## config.mk

```make
export PLATFORM = sky130hd
export DESIGN_NAME = rbat_ctrl
export DESIGN_NICKNAME = d
export VERILOG_FILES = /design/src/rbat_pkg.sv /design/src/rbat_ctrl.sv
export SDC_FILE = /design/constraint.sdc
export NUM_CORES = 1
export LEC_CHECK = 0
export BUFFER_PORTS_ARGS = -buffer_cell sky130_fd_sc_hd__buf_4
export CORE_ASPECT_RATIO = 1.25
export CORE_MARGIN = 5
export CORE_UTILIZATION = 45
export DETAILED_ROUTE_END_ITERATION = 7
export GPL_ROUTABILITY_DRIVEN = 0
export PLACE_DENSITY = 0.76
export SYNTH_ARGS = -nofsm -noshare
export SYNTH_HDL_FRONTEND = slang
export SYNTH_SLANG_ARGS = --single-unit
```

## constraint.sdc

```tcl
create_clock -name clk -period 4.4 [get_ports clk]
set_clock_uncertainty 0.1 [all_clocks]
set_input_delay 0.88 -clock clk [delete_from_list [all_inputs] [get_ports clk]]
set_output_delay 0.88 -clock clk [all_outputs]
set_load 0.05 [all_outputs]
```

## src/rbat_pkg.sv

```systemverilog
// rbat_pkg: widths, command/status codes, register indexes and the
// controller/datapath command and status structs of the block allocator table.
// No dependencies.
package rbat_pkg;

	localparam int TABLE_DEPTH_DEF = 256;
	localparam int ADDR_W          = 48;   // sector address width
	localparam int RND_W           = 63;
	localparam int SEG_W           = 16;
	localparam int CMD_W           = 3;
	localparam int ST_W            = 3;
	localparam int CNT_W           = 9;    // entry_count field
	localparam int SPB_W           = 17;
	localparam int CFG_IDX_W       = 2;
	localparam int CFG_DATA_W      = 48;
	localparam int WIDE_W          = 64;   // arithmetic unit word
	localparam int ARITH_CNT_W     = 6;

	// commands
	localparam logic [CMD_W-1:0] CMD_ALLOC  = 3'd0;
	localparam logic [CMD_W-1:0] CMD_REMOVE = 3'd1;
	localparam logic [CMD_W-1:0] CMD_PICK   = 3'd2;
	localparam logic [CMD_W-1:0] CMD_MARK   = 3'd3;
	localparam logic [CMD_W-1:0] CMD_CLEAR  = 3'd4;

	// result status
	localparam logic [ST_W-1:0] ST_OK       = 3'd0;
	localparam logic [ST_W-1:0] ST_RANGE    = 3'd1;
	localparam logic [ST_W-1:0] ST_OCCUPIED = 3'd2;
	localparam logic [ST_W-1:0] ST_FULL     = 3'd3;
	localparam logic [ST_W-1:0] ST_NOTFOUND = 3'd4;
	localparam logic [ST_W-1:0] ST_EMPTY    = 3'd5;
	localparam logic [ST_W-1:0] ST_NOTREADY = 3'd6;

	// configuration register indexes
	localparam logic [CFG_IDX_W-1:0] REG_DEV_SECTORS = 2'd0;
	localparam logic [CFG_IDX_W-1:0] REG_SPB         = 2'd1;
	localparam logic [CFG_IDX_W-1:0] REG_SEG_SECTORS = 2'd2;
	localparam logic [CFG_IDX_W-1:0] REG_WHOLE_MODE  = 2'd3;

	// arithmetic unit operations
	localparam logic ARITH_DIV = 1'b0;
	localparam logic ARITH_MUL = 1'b1;

	// arithmetic operand sources
	localparam logic [2:0] SRC_SPAN_N  = 3'd0;  // span / n
	localparam logic [2:0] SRC_RND_DIV = 3'd1;  // rnd % quotient
	localparam logic [2:0] SRC_REM_N   = 3'd2;  // remainder * n
	localparam logic [2:0] SRC_SEG_SS  = 3'd3;  // segment * segment size
	localparam logic [2:0] SRC_RND_TOT = 3'd4;  // rnd % entry total

	// result address select
	localparam logic [1:0] RA_ZERO   = 2'd0;
	localparam logic [1:0] RA_SECTOR = 2'd1;
	localparam logic [1:0] RA_RDDATA = 2'd2;

	// memory write select
	localparam logic [1:0] WR_NEW  = 2'd0;
	localparam logic [1:0] WR_MARK = 2'd1;
	localparam logic [1:0] WR_MOVE = 2'd2;

	// memory read select
	localparam logic RD_LAST = 1'b0;
	localparam logic RD_PICK = 1'b1;

	// search key select
	localparam logic KEY_SECTOR = 1'b0;
	localparam logic KEY_BADDR  = 1'b1;

	typedef struct packed {
		logic            in_ready;
		logic            clear_total;
		logic            set_res;
		logic [ST_W-1:0] res_st;
		logic [1:0]      res_addr_sel;
		logic            ar_start;
		logic [2:0]      ar_src;
		logic            lat_off;
		logic            lat_base;
		logic            zero_base;
		logic            calc_sector;
		logic            srch_start;
		logic            srch_key_sel;
		logic            mem_wr;
		logic [1:0]      mem_wr_sel;
		logic            mem_rd;
		logic            mem_rd_sel;
		logic            inc_total;
		logic            dec_total;
		logic            out_load;
	} dp_cmd_t;

	typedef struct packed {
		logic             req_valid;
		logic [CMD_W-1:0] cmd_code;
		logic             n_zero;
		logic             total_zero;
		logic             total_full;
		logic             whole_mode;
		logic             ar_done;
		logic             quo_zero;
		logic             range_fail;
		logic             srch_done;
		logic             srch_found;
		logic             rd_ready_bit;
		logic             out_busy;
	} dp_stat_t;

endpackage

```

## src/rbat_ctrl.sv

```systemverilog
// rbat_ctrl: controller state machine sequencing every operation through the
// datapath. Uses rbat_pkg command/status structs.
module rbat_ctrl (
	input  logic               clk,
	input  logic               arst_n,
	input  rbat_pkg::dp_stat_t st,
	output rbat_pkg::dp_cmd_t  cmd
);
	localparam logic [3:0] S_IDLE  = 4'd0;
	localparam logic [3:0] S_DISP  = 4'd1;
	localparam logic [3:0] S_ADIV1 = 4'd2;
	localparam logic [3:0] S_ADIV2 = 4'd3;
	localparam logic [3:0] S_AMUL1 = 4'd4;
	localparam logic [3:0] S_AMUL2 = 4'd5;
	localparam logic [3:0] S_ASUM  = 4'd6;
	localparam logic [3:0] S_ACHK  = 4'd7;
	localparam logic [3:0] S_ASRCH = 4'd8;
	localparam logic [3:0] S_SRCH  = 4'd9;
	localparam logic [3:0] S_RWR   = 4'd10;
	localparam logic [3:0] S_PDIV  = 4'd11;
	localparam logic [3:0] S_PCHK  = 4'd12;
	localparam logic [3:0] S_FIN   = 4'd13;

	logic [3:0] state_q, state_d;

	always_ff @(posedge clk or negedge arst_n) begin
		if (!arst_n)
			state_q <= S_IDLE;
		else
			state_q <= state_d;
	end

	always_comb begin
		cmd     = '0;
		state_d = state_q;
		case (state_q)
			S_IDLE: begin
				cmd.in_ready = 1'b1;
				if (st.req_valid)
					state_d = S_DISP;
			end
			S_DISP: begin
				state_d = S_FIN;
				cmd.set_res = 1'b1;
				cmd.res_st  = rbat_pkg::ST_OK;
				case (st.cmd_code)
					rbat_pkg::CMD_ALLOC: begin
						if (st.n_zero) begin
							cmd.res_st = rbat_pkg::ST_RANGE;
						end else begin
							cmd.set_res  = 1'b0;
							cmd.ar_start = 1'b1;
							cmd.ar_src   = rbat_pkg::SRC_SPAN_N;
							state_d      = S_ADIV1;
						end
					end
					rbat_pkg::CMD_REMOVE, rbat_pkg::CMD_MARK: begin
						cmd.set_res      = 1'b0;
						cmd.srch_start   = 1'b1;
						cmd.srch_key_sel = rbat_pkg::KEY_BADDR;
						state_d          = S_SRCH;
					end
					rbat_pkg::CMD_PICK: begin
						if (st.total_zero) begin
							cmd.res_st = rbat_pkg::ST_EMPTY;
						end else begin
							cmd.set_res  = 1'b0;
							cmd.ar_start = 1'b1;
							cmd.ar_src   = rbat_pkg::SRC_RND_TOT;
							state_d      = S_PDIV;
						end
					end
					rbat_pkg::CMD_CLEAR: cmd.clear_total = 1'b1;
					default:             cmd.res_st = rbat_pkg::ST_RANGE;
				endcase
			end
			S_ADIV1: begin
				if (st.ar_done) begin
					if (st.quo_zero) begin
						cmd.set_res = 1'b1;
						cmd.res_st  = rbat_pkg::ST_RANGE;
						state_d     = S_FIN;
					end else begin
						cmd.ar_start = 1'b1;
						cmd.ar_src   = rbat_pkg::SRC_RND_DIV;
						state_d      = S_ADIV2;
					end
				end
			end
			S_ADIV2: begin
				if (st.ar_done) begin
					cmd.ar_start = 1'b1;
					cmd.ar_src   = rbat_pkg::SRC_REM_N;
					state_d      = S_AMUL1;
				end
			end
			S_AMUL1: begin
				if (st.ar_done) begin
					cmd.lat_off = 1'b1;
					if (st.whole_mode) begin
						cmd.zero_base = 1'b1;
						state_d       = S_ASUM;
					end else begin
						cmd.ar_start = 1'b1;
						cmd.ar_src   = rbat_pkg::SRC_SEG_SS;
						state_d      = S_AMUL2;
					end
				end
			end
			S_AMUL2: begin
				if (st.ar_done) begin
					cmd.lat_base = 1'b1;
					state_d      = S_ASUM;
				end
			end
			S_ASUM: begin
				cmd.calc_sector = 1'b1;
				state_d         = S_ACHK;
			end
			S_ACHK: begin
				if (st.range_fail) begin
					cmd.set_res = 1'b1;
					cmd.res_st  = rbat_pkg::ST_RANGE;
					state_d     = S_FIN;
				end else begin
					cmd.srch_start   = 1'b1;
					cmd.srch_key_sel = rbat_pkg::KEY_SECTOR;
					state_d          = S_ASRCH;
				end
			end
			S_ASRCH: begin
				if (st.srch_done) begin
					cmd.set_res = 1'b1;
					state_d     = S_FIN;
					if (st.srch_found) begin
						cmd.res_st = rbat_pkg::ST_OCCUPIED;
					end else if (st.total_full) begin
						cmd.res_st = rbat_pkg::ST_FULL;
					end else begin
						cmd.res_st       = rbat_pkg::ST_OK;
						cmd.res_addr_sel = rbat_pkg::RA_SECTOR;
						cmd.mem_wr       = 1'b1;
						cmd.mem_wr_sel   = rbat_pkg::WR_NEW;
						cmd.inc_total    = 1'b1;
					end
				end
			end
			S_SRCH: begin
				if (st.srch_done) begin
					if (!st.srch_found) begin
						cmd.set_res = 1'b1;
						cmd.res_st  = rbat_pkg::ST_NOTFOUND;
						state_d     = S_FIN;
					end else if (st.cmd_code == rbat_pkg::CMD_MARK) begin
						cmd.mem_wr     = 1'b1;
						cmd.mem_wr_sel = rbat_pkg::WR_MARK;
						cmd.set_res    = 1'b1;
						cmd.res_st     = rbat_pkg::ST_OK;
						state_d        = S_FIN;
					end else begin
						cmd.mem_rd     = 1'b1;
						cmd.mem_rd_sel = rbat_pkg::RD_LAST;
						state_d        = S_RWR;
					end
				end
			end
			S_RWR: begin
				cmd.mem_wr     = 1'b1;
				cmd.mem_wr_sel = rbat_pkg::WR_MOVE;
				cmd.dec_total  = 1'b1;
				cmd.set_res    = 1'b1;
				cmd.res_st     = rbat_pkg::ST_OK;
				state_d        = S_FIN;
			end
			S_PDIV: begin
				if (st.ar_done) begin
					cmd.mem_rd     = 1'b1;
					cmd.mem_rd_sel = rbat_pkg::RD_PICK;
					state_d        = S_PCHK;
				end
			end
			S_PCHK: begin
				cmd.set_res = 1'b1;
				if (st.rd_ready_bit) begin
					cmd.res_st       = rbat_pkg::ST_OK;
					cmd.res_addr_sel = rbat_pkg::RA_RDDATA;
				end else begin
					cmd.res_st = rbat_pkg::ST_NOTREADY;
				end
				state_d = S_FIN;
			end
			S_FIN: begin
				if (!st.out_busy) begin
					cmd.out_load = 1'b1;
					state_d      = S_IDLE;
				end
			end
			default: state_d = S_IDLE;
		endcase
	end
endmodule

```

# Word-level counts from Yosys, hierarchy flattened
# Cells that the tools add are included.
# classes
eq_ne	26
muxes	78
reduce_logical	6
# op_table
operator	count
$mux W4	24
$pmux W4 S13	1
$pmux W4 S7	1
$mux W3	9
$eq A4 B4 Y1 const B	6
$mux W1	22
$ne A2 B2 Y1 const B	9
$pmux W3 S3	2
$eq A4 B3 Y1 const B	4
$mux W2	8
$pmux W4 S4	1
$mux W5	3
$pmux W2 S2	3
$pmux W4 S3	1
$reduce_and A9 Y1	1
$eq A4 B2 Y1 const B	2
$pmux W4 S2	1
$eq A3 B2 Y1 const B	2
$mux W6	1
$eq A4 B1 Y1 const B	1
$logic_not A4 Y1	1
$reduce_or A2 Y1	2
$eq A3 B1 Y1 const B	1
$eq A3 B3 Y1 const B	1
other kinds (3)	3
# word_totals
ff_bits	4
output_inout_bits	26
word_cells	111

# Longest topological paths before layout
# Gate-level depths: netlist (run 1).
# logic_depth
depth_word	5
mapped_depth	7
depth_no_buf	5

# Worst setup path before layout (run 1)
# OpenSTA, ideal clock, no wires.
# synth_path
path_kind	in2out
startpoint	in st[12] (netlist name)
endpoint	out cmd[24] (netlist name)
t_arrival_ns	2.661
required_ns	3.420
slack_ns	0.759
cell_stages	2
cell_sequence	buf_6 > nor4b_1
# synth_lines
item	line_no	rtl
start: declaration	rbat_ctrl.sv:6	input rbat_pkg::dp_stat_t st,
end: declaration	rbat_ctrl.sv:7	output rbat_pkg::dp_cmd_t cmd

==> results of run 1 <==
[critical path, delay by kind of cell (launching register included)]
kind	cells	cell delay (ps)
AND/OR/NAND/NOR	2	1150
AO/OA/AOI/OAI	2	290
buffers and inverters	1	190
flip-flops	1	580
[cells by family (layout without fill, tap and decap cells)]
family                 count (synthesis)  in the layout  share of synthesized area
AO/OA/AOI/OAI                         33             33                     0.2747
flip-flops                             4              4                     0.1163
multiplexers                           1              1                    0.01163
AND/OR/NAND/NOR                       81             81                     0.5174
buffers and inverters                 14             51                    0.07993
[power breakdown]
group / internal, mW / switching (mW) / leakage (nW)
Sequential: 0.0555 / 0.0625 / 0.0491
Combinational: 0.231 / 0.385 / 0.505
Clock: 0.0305 / 0.0153 / 0.0138
[through the flow]
stage | util | setup slack [ps]
2_1_floorplan | - | 759.4
3_3_place_gp | 0.6478 | 1270
3_5_place_dp | 0.6478 | 1223
4_1_cts | 0.6604 | 966.1
5_1_grt | 0.6604 | 863.8
6_report | 0.6604 | 970.9
[path summary, 6_finish.rpt]
| path | start | cells past startpoint | to | slack (ps) |
|---|---|---|---|---|
| worst max-delay path | state_q[1]$_DFFE_PN0P_ | 5 | cmd[20] | 970 |
| worst min-delay path | arst_n | 1 | state_q[0]$_DFFE_PN0P_ | 330 |
| max in group asynchronous | arst_n | 1 | state_q[3]$_DFFE_PN0P_ | 3770 |
| worst max register to register | state_q[1]$_DFFE_PN0P_ | 5 | state_q[2]$_DFFE_PN0P_ | 2150 |
| worst min register to register | state_q[0]$_DFFE_PN0P_ | 2 | state_q[0]$_DFFE_PN0P_ | 680 |
| min in group clk | state_q[0]$_DFFE_PN0P_ | 2 | state_q[0]$_DFFE_PN0P_ | 680 |
[metal layers]
| layer | routed length (um) | share of wire |
|---|---|---|
| met1 | 1198 | 0.42 |
| met3 | 225 | 0.079 |
| met5 | 0 | 0 |
| met4 | 72 | 0.025 |
| met2 | 1346 | 0.47 |
[cell usage after synthesis, drive strengths merged (2+ instances only)]
library cell   n
nand2b         5
nand2          8
clkbuf         6
nor3b          3
and2           4
a22o           4
nor4b          2
o21ai          7
o311ai         2
nor2          21
buf            3
nand3          5
dfrtp          4
or2            4
nor2b         10
or3            4
or4            2
and3           2
inv            5
a21oi          7
nor3           8
[area by class of cell]
cell class | instances | share of cell area
Sequential cell | 4 | 0.08484
Tap cell | 19 | 0.02015
Clock buffer | 3 | 0.01909
Timing Repair Buffer | 43 | 0.2736
Multi-Input combinational cell | 115 | 0.5864
Inverter | 5 | 0.01591
==> impl_metrics.py, run 1 <==
metrics = {
    "run_status": {
        "outcome": "finished, final reports clean",
    },
    "cells_and_area": {
        "n_fill_cell": 180,
        "multi_input_area_um2": 691.9,
        "layout_common_cells": "buf_4 (43), nor2_1 (21), nor2b_1 (10)",
        "reg_top3": "state_q x4",
        "stdcell_count": 189,
        "antenna_cells": 0,
        "syn2layout_area_growth_pct": 37.06,
        "drive_gt1_frac": 0.3294,
        "final_common_cell": "buf_4",
        "final_area_um2": 1180,
        "largest_reg_flops": 4,
        "regArea_um2": 100.1,
        "regMostFlops": "state_q",
        "nNetsFinal": 189,
    },
    "critical_path": {
        "arrival_ps": 2450,
        "crit_slowest_cell": "or4b_4",
        "crit_path_max_incr_delay_ps": 650,
        "crit_type": "reg2out",
        "cp-end-kind": "output port",
        "startpoint_type": "flop",
        "worst_ep_required_time_ps": 3420,
        "path_max_fanout": 22,
        "cp_cell_sequence": "or4b_4 -> or4_4 -> o211ai_1 -> a311o_1 -> buf_4",
    },
    "sta": {
        "setup_violations": 0,
        "finalHoldViolCount": 0,
        "slew_viol_final": 0,
        "max_freq_ghz": 0.2916,
        "grt_setup_unrepaired": "no",
        "tns_ps": 0,
        "tightest_slew_ps": 567.5,
        "finalCritPeriodShare": 0.7793,
        "min_period_ps": 3429,
        "hold_slack_ps": 330.3,
        "slew_headroom": 0.6217,
    },
    "synth": {
        "ys.flop_type": "dfrtp_1",
        "async_reset_ff_frac": 1.000,
        "synthDominantCellAreaShare": 0.1163,
        "synth-seq-cells": 4,
        "synthDistinctLibCells": 40,
        "ys_warn_count": 0,
        "synth_area_per_cell_um2": 6.472,
        "yosysSeqAreaShare": 0.1163,
        "synth_nets": 150,
        "syn_area_um2": 860.8,
        "synthTopCellsByArea": "dfrtp_1 (12%), nor2_1 (9.2%), nor2b_1 (7.3%)",
        "yosysTopAreaCell": "dfrtp_1",
        "synth-edff-count": 0,
        "synthCells": 133,
    },
    "route": {
        "drt-wirelength-per-cell_um": 15.04,
        "wirelength_um": 2843,
        "ant_nets": 0,
        "first_pass_iters": 4,
        "avgViaCountPerCell": 5.931,
        "via_count": 1121,
        "first_iter_violations": 48,
        "post-route-drc-count": 0,
    },
    "flow_run": {
        "max-cap-violations": 0,
    },
    "floorplan": {
        "die_w_um": 49.12,
        "core_area_um2": 1787,
        "die_area_um2": 2893,
        "pin_count": 43,
        "rows": 17,
        "start_util": 0.4818,
        "die_h_um": 58.90,
    },
    "grt": {
        "grt-ovfl-total": 0,
        "grt.met1_usage": 0.2458,
        "groute.usage.overall": 0.1966,
        "grt_max_degree": 26,
        "grt_pass1_wl_um": 4719,
        "antenna_found_initial": 0,
        "grt_util_met3": 0.05823,
        "top_usage_layer": "met2",
        "grt_use_met2": 0.3131,
        "grt_pass1_vias": 1044,
    },
    "clocking": {
        "cts_tree": "built",
        "cts.sinks": 4,
        "clockBufferDepth": 2,
        "cts_setup_buffers": 0,
        "root_buffer": "clkbuf_4",
        "cts_resized": 0,
        "clk_transition_reported_paths_ps": 40,
        "h-tree-depth": 1,
        "clk_latency_ps": 240,
        "hold_buffers": 0,
        "cts_made_buffers": 3,
    },
    "placed_design": {
        "portBuffers": 42,
        "placed_cell_area_um2": 1157,
        "dp.cells": 186,
        "dp_hpwl_um": 2251,
    },
    "min_path": {
        "hp-class": "in2async",
    },
    "pwr": {
        "power_density_nw_per_um2": 660.5,
        "p_total_mw": 0.7793,
        "leakagePower_nw": 0.5684,
        "vdd_drop_max_uv": 358.3,
    },
}
Note: power is estimated with default switching activity, not from simulation.
==> run 2, diff against run 1 <==
- CORE_UTILIZATION: 45 -> 41
- PLACE_DENSITY: 0.76 -> 0.73
- clock period: 4.4 -> 2.8 ns (I/O delays scaled with it)
==> run 2 against run 1 <==
Clock power rose by 49%. Sequential share of layout area down 0.35 points. Die area is 7.9% higher. First-iteration DRC count decreased by 44%. Critical path depth unchanged. Clock-buffer cell count did not move. Power up 63%. Global-route usage decreased by 0.70 points. Via count rose by 2.1%. Critical path type unchanged. Largest cell class unchanged.
==> impl_metrics.py, run 2 (synthesized netlist as in run 1, its figures left out) <==
metrics = {
    "cells_and_area": {
        "layout_common_cells": "buf_4 (45), nor2_1 (19), nor2b_1 (10)",
        "largest_reg_flops": 4,
        "final_area_um2": 1230,
        "final_common_cell": "buf_4",
        "n_fill_cell": 198,
        "antenna_cells": 0,
        "syn2layout_area_growth_pct": 42.88,
        "nNetsFinal": 193,
        "reg_top3": "state_q x4",
        "regMostFlops": "state_q",
        "drive_gt1_frac": 0.3621,
        "final_util": 0.6206,
    },
    "placed_design": {
        "dp_hpwl_um": 2412,
        "portBuffers": 42,
        "placed_cell_area_um2": 1192,
    },
    "sta": {
        "finalCritPeriodShare": 0.9961,
        "setup_violations": 0,
        "max_freq_ghz": 0.3585,
        "grt_setup_unrepaired": "yes",
        "slew_headroom": 0.7015,
        "tns_ps": 0,
        "slew_viol_final": 0,
        "min_period_ps": 2789,
        "tightest_slew_ps": 442.1,
        "finalHoldViolCount": 0,
    },
    "route": {
        "first_pass_iters": 4,
        "ant_nets": 0,
        "wirelength_um": 2896,
        "avgViaCountPerCell": 5.902,
        "post-route-drc-count": 0,
        "drt-wirelength-per-cell_um": 14.93,
        "first_iter_violations": 27,
        "via_count": 1145,
    },
    "clocking": {
        "clk_latency_ps": 230,
        "h-tree-depth": 1,
        "cts_tree": "built",
        "cts.sinks": 4,
        "root_buffer": "clkbuf_4",
        "cts_made_buffers": 3,
        "clockBufferDepth": 2,
        "clk_transition_reported_paths_ps": 30,
    },
    "min_path": {
        "hp-class": "in2async",
    },
    "floorplan": {
        "die_area_um2": 3122,
        "core_area_um2": 1982,
        "pin_count": 43,
        "die_h_um": 61.23,
        "rows": 18,
        "die_w_um": 50.99,
        "start_util": 0.4343,
    },
    "grt": {
        "grt_max_degree": 25,
        "grt_pass1_wl_um": 4685,
        "antenna_found_initial": 0,
        "grt-ovfl-total": 0,
        "groute.usage.overall": 0.1897,
        "grt_pass1_vias": 1080,
    },
    "run_status": {
        "outcome": "finished, final reports clean",
    },
    "critical_path": {
        "ff2ff_path_depth": 5,
        "path_max_fanout": 4,
        "startpoint_type": "flop",
        "cp-end-kind": "output port",
        "worst_ep_required_time_ps": 2140,
        "arrival_ps": 2130,
        "crit_type": "reg2out",
    },
    "pwr": {
        "leakagePower_nw": 0.5903,
        "p_total_mw": 1.273,
        "vdd_drop_max_uv": 516.7,
        "power_density_nw_per_um2": 1035,
    },
    "flow_run": {
        "max-cap-violations": 0,
    },
}
## run 2: power by group
group          switching, mW  internal (mW)  leakage, nW
clock                 0.0206         0.0477       0.0138
combinational          0.698          0.406        0.527
sequential            0.0126         0.0889       0.0491
total                  0.731          0.542        0.590
## run 2: final timing paths
| path | end | slack, ps | startpoint |
|---|---|---|---|
| max in group asynchronous | state_q[2]$_DFFE_PN0P_ | 2480 | arst_n |
| min in group clk | state_q[1]$_DFFE_PN0P_ | 480 | st[6] |
| worst min-delay path | state_q[0]$_DFFE_PN0P_ | 20 | arst_n |
| worst min register to register | state_q[2]$_DFFE_PN0P_ | 660 | state_q[2]$_DFFE_PN0P_ |
| worst max register to register | state_q[2]$_DFFE_PN0P_ | 860 | state_q[2]$_DFFE_PN0P_ |
| worst max-delay path | cmd[23] | 10 | state_q[2]$_DFFE_PN0P_ |
## run 2: final cells by class
class / instances / area, um2 / share of cell area
sequential: 4 / 100.1 / 0.08138
tap: 20 / 25.02 / 0.02035
clock buffer: 3 / 22.52 / 0.01831
inverter: 5 / 18.77 / 0.01526
timing repair buffer: 47 / 360.3 / 0.2930
multi-input combinational: 115 / 703.2 / 0.5717
## run 2: routing by layer
layer / up-vias / wire [um] / global-route usage
li1: 568 / - / -
met1: 534 / 1166 / 0.2229
met2: 41 / 1571 / 0.3564
met3: 2 / 129 / 0.02663
met4: 0 / 28 / 0.05109
met5: - / 0 / 0
## run 2: what timing repair did
action	in CTS	in global routing
buffers inserted	0	1
pin swaps	1	3
hold buffers	0	0
gates resized for setup	2	0
setup endpoints to repair	2	2
## run 2: critical path, cell delays in order (launching register included)
cell and delay (ps):
dfrtp_1 360, or4b_4 560, or4_4 500, o211ai_1 140, a211o_1 170, buf_6 160
## run 2: metrics by stage
step | cells | hold WS (ps) | setup WS, ps
after global placement | 190 | 255.3 | 250.3
after floorplan | 133 | 164.4 | 0.6632
after CTS | 193 | 15.37 | 2.184
after global routing | 194 | 19.55 | -48.28
after detailed placement | 190 | 257.0 | 229.4
final | 194 | 17.59 | 10.91
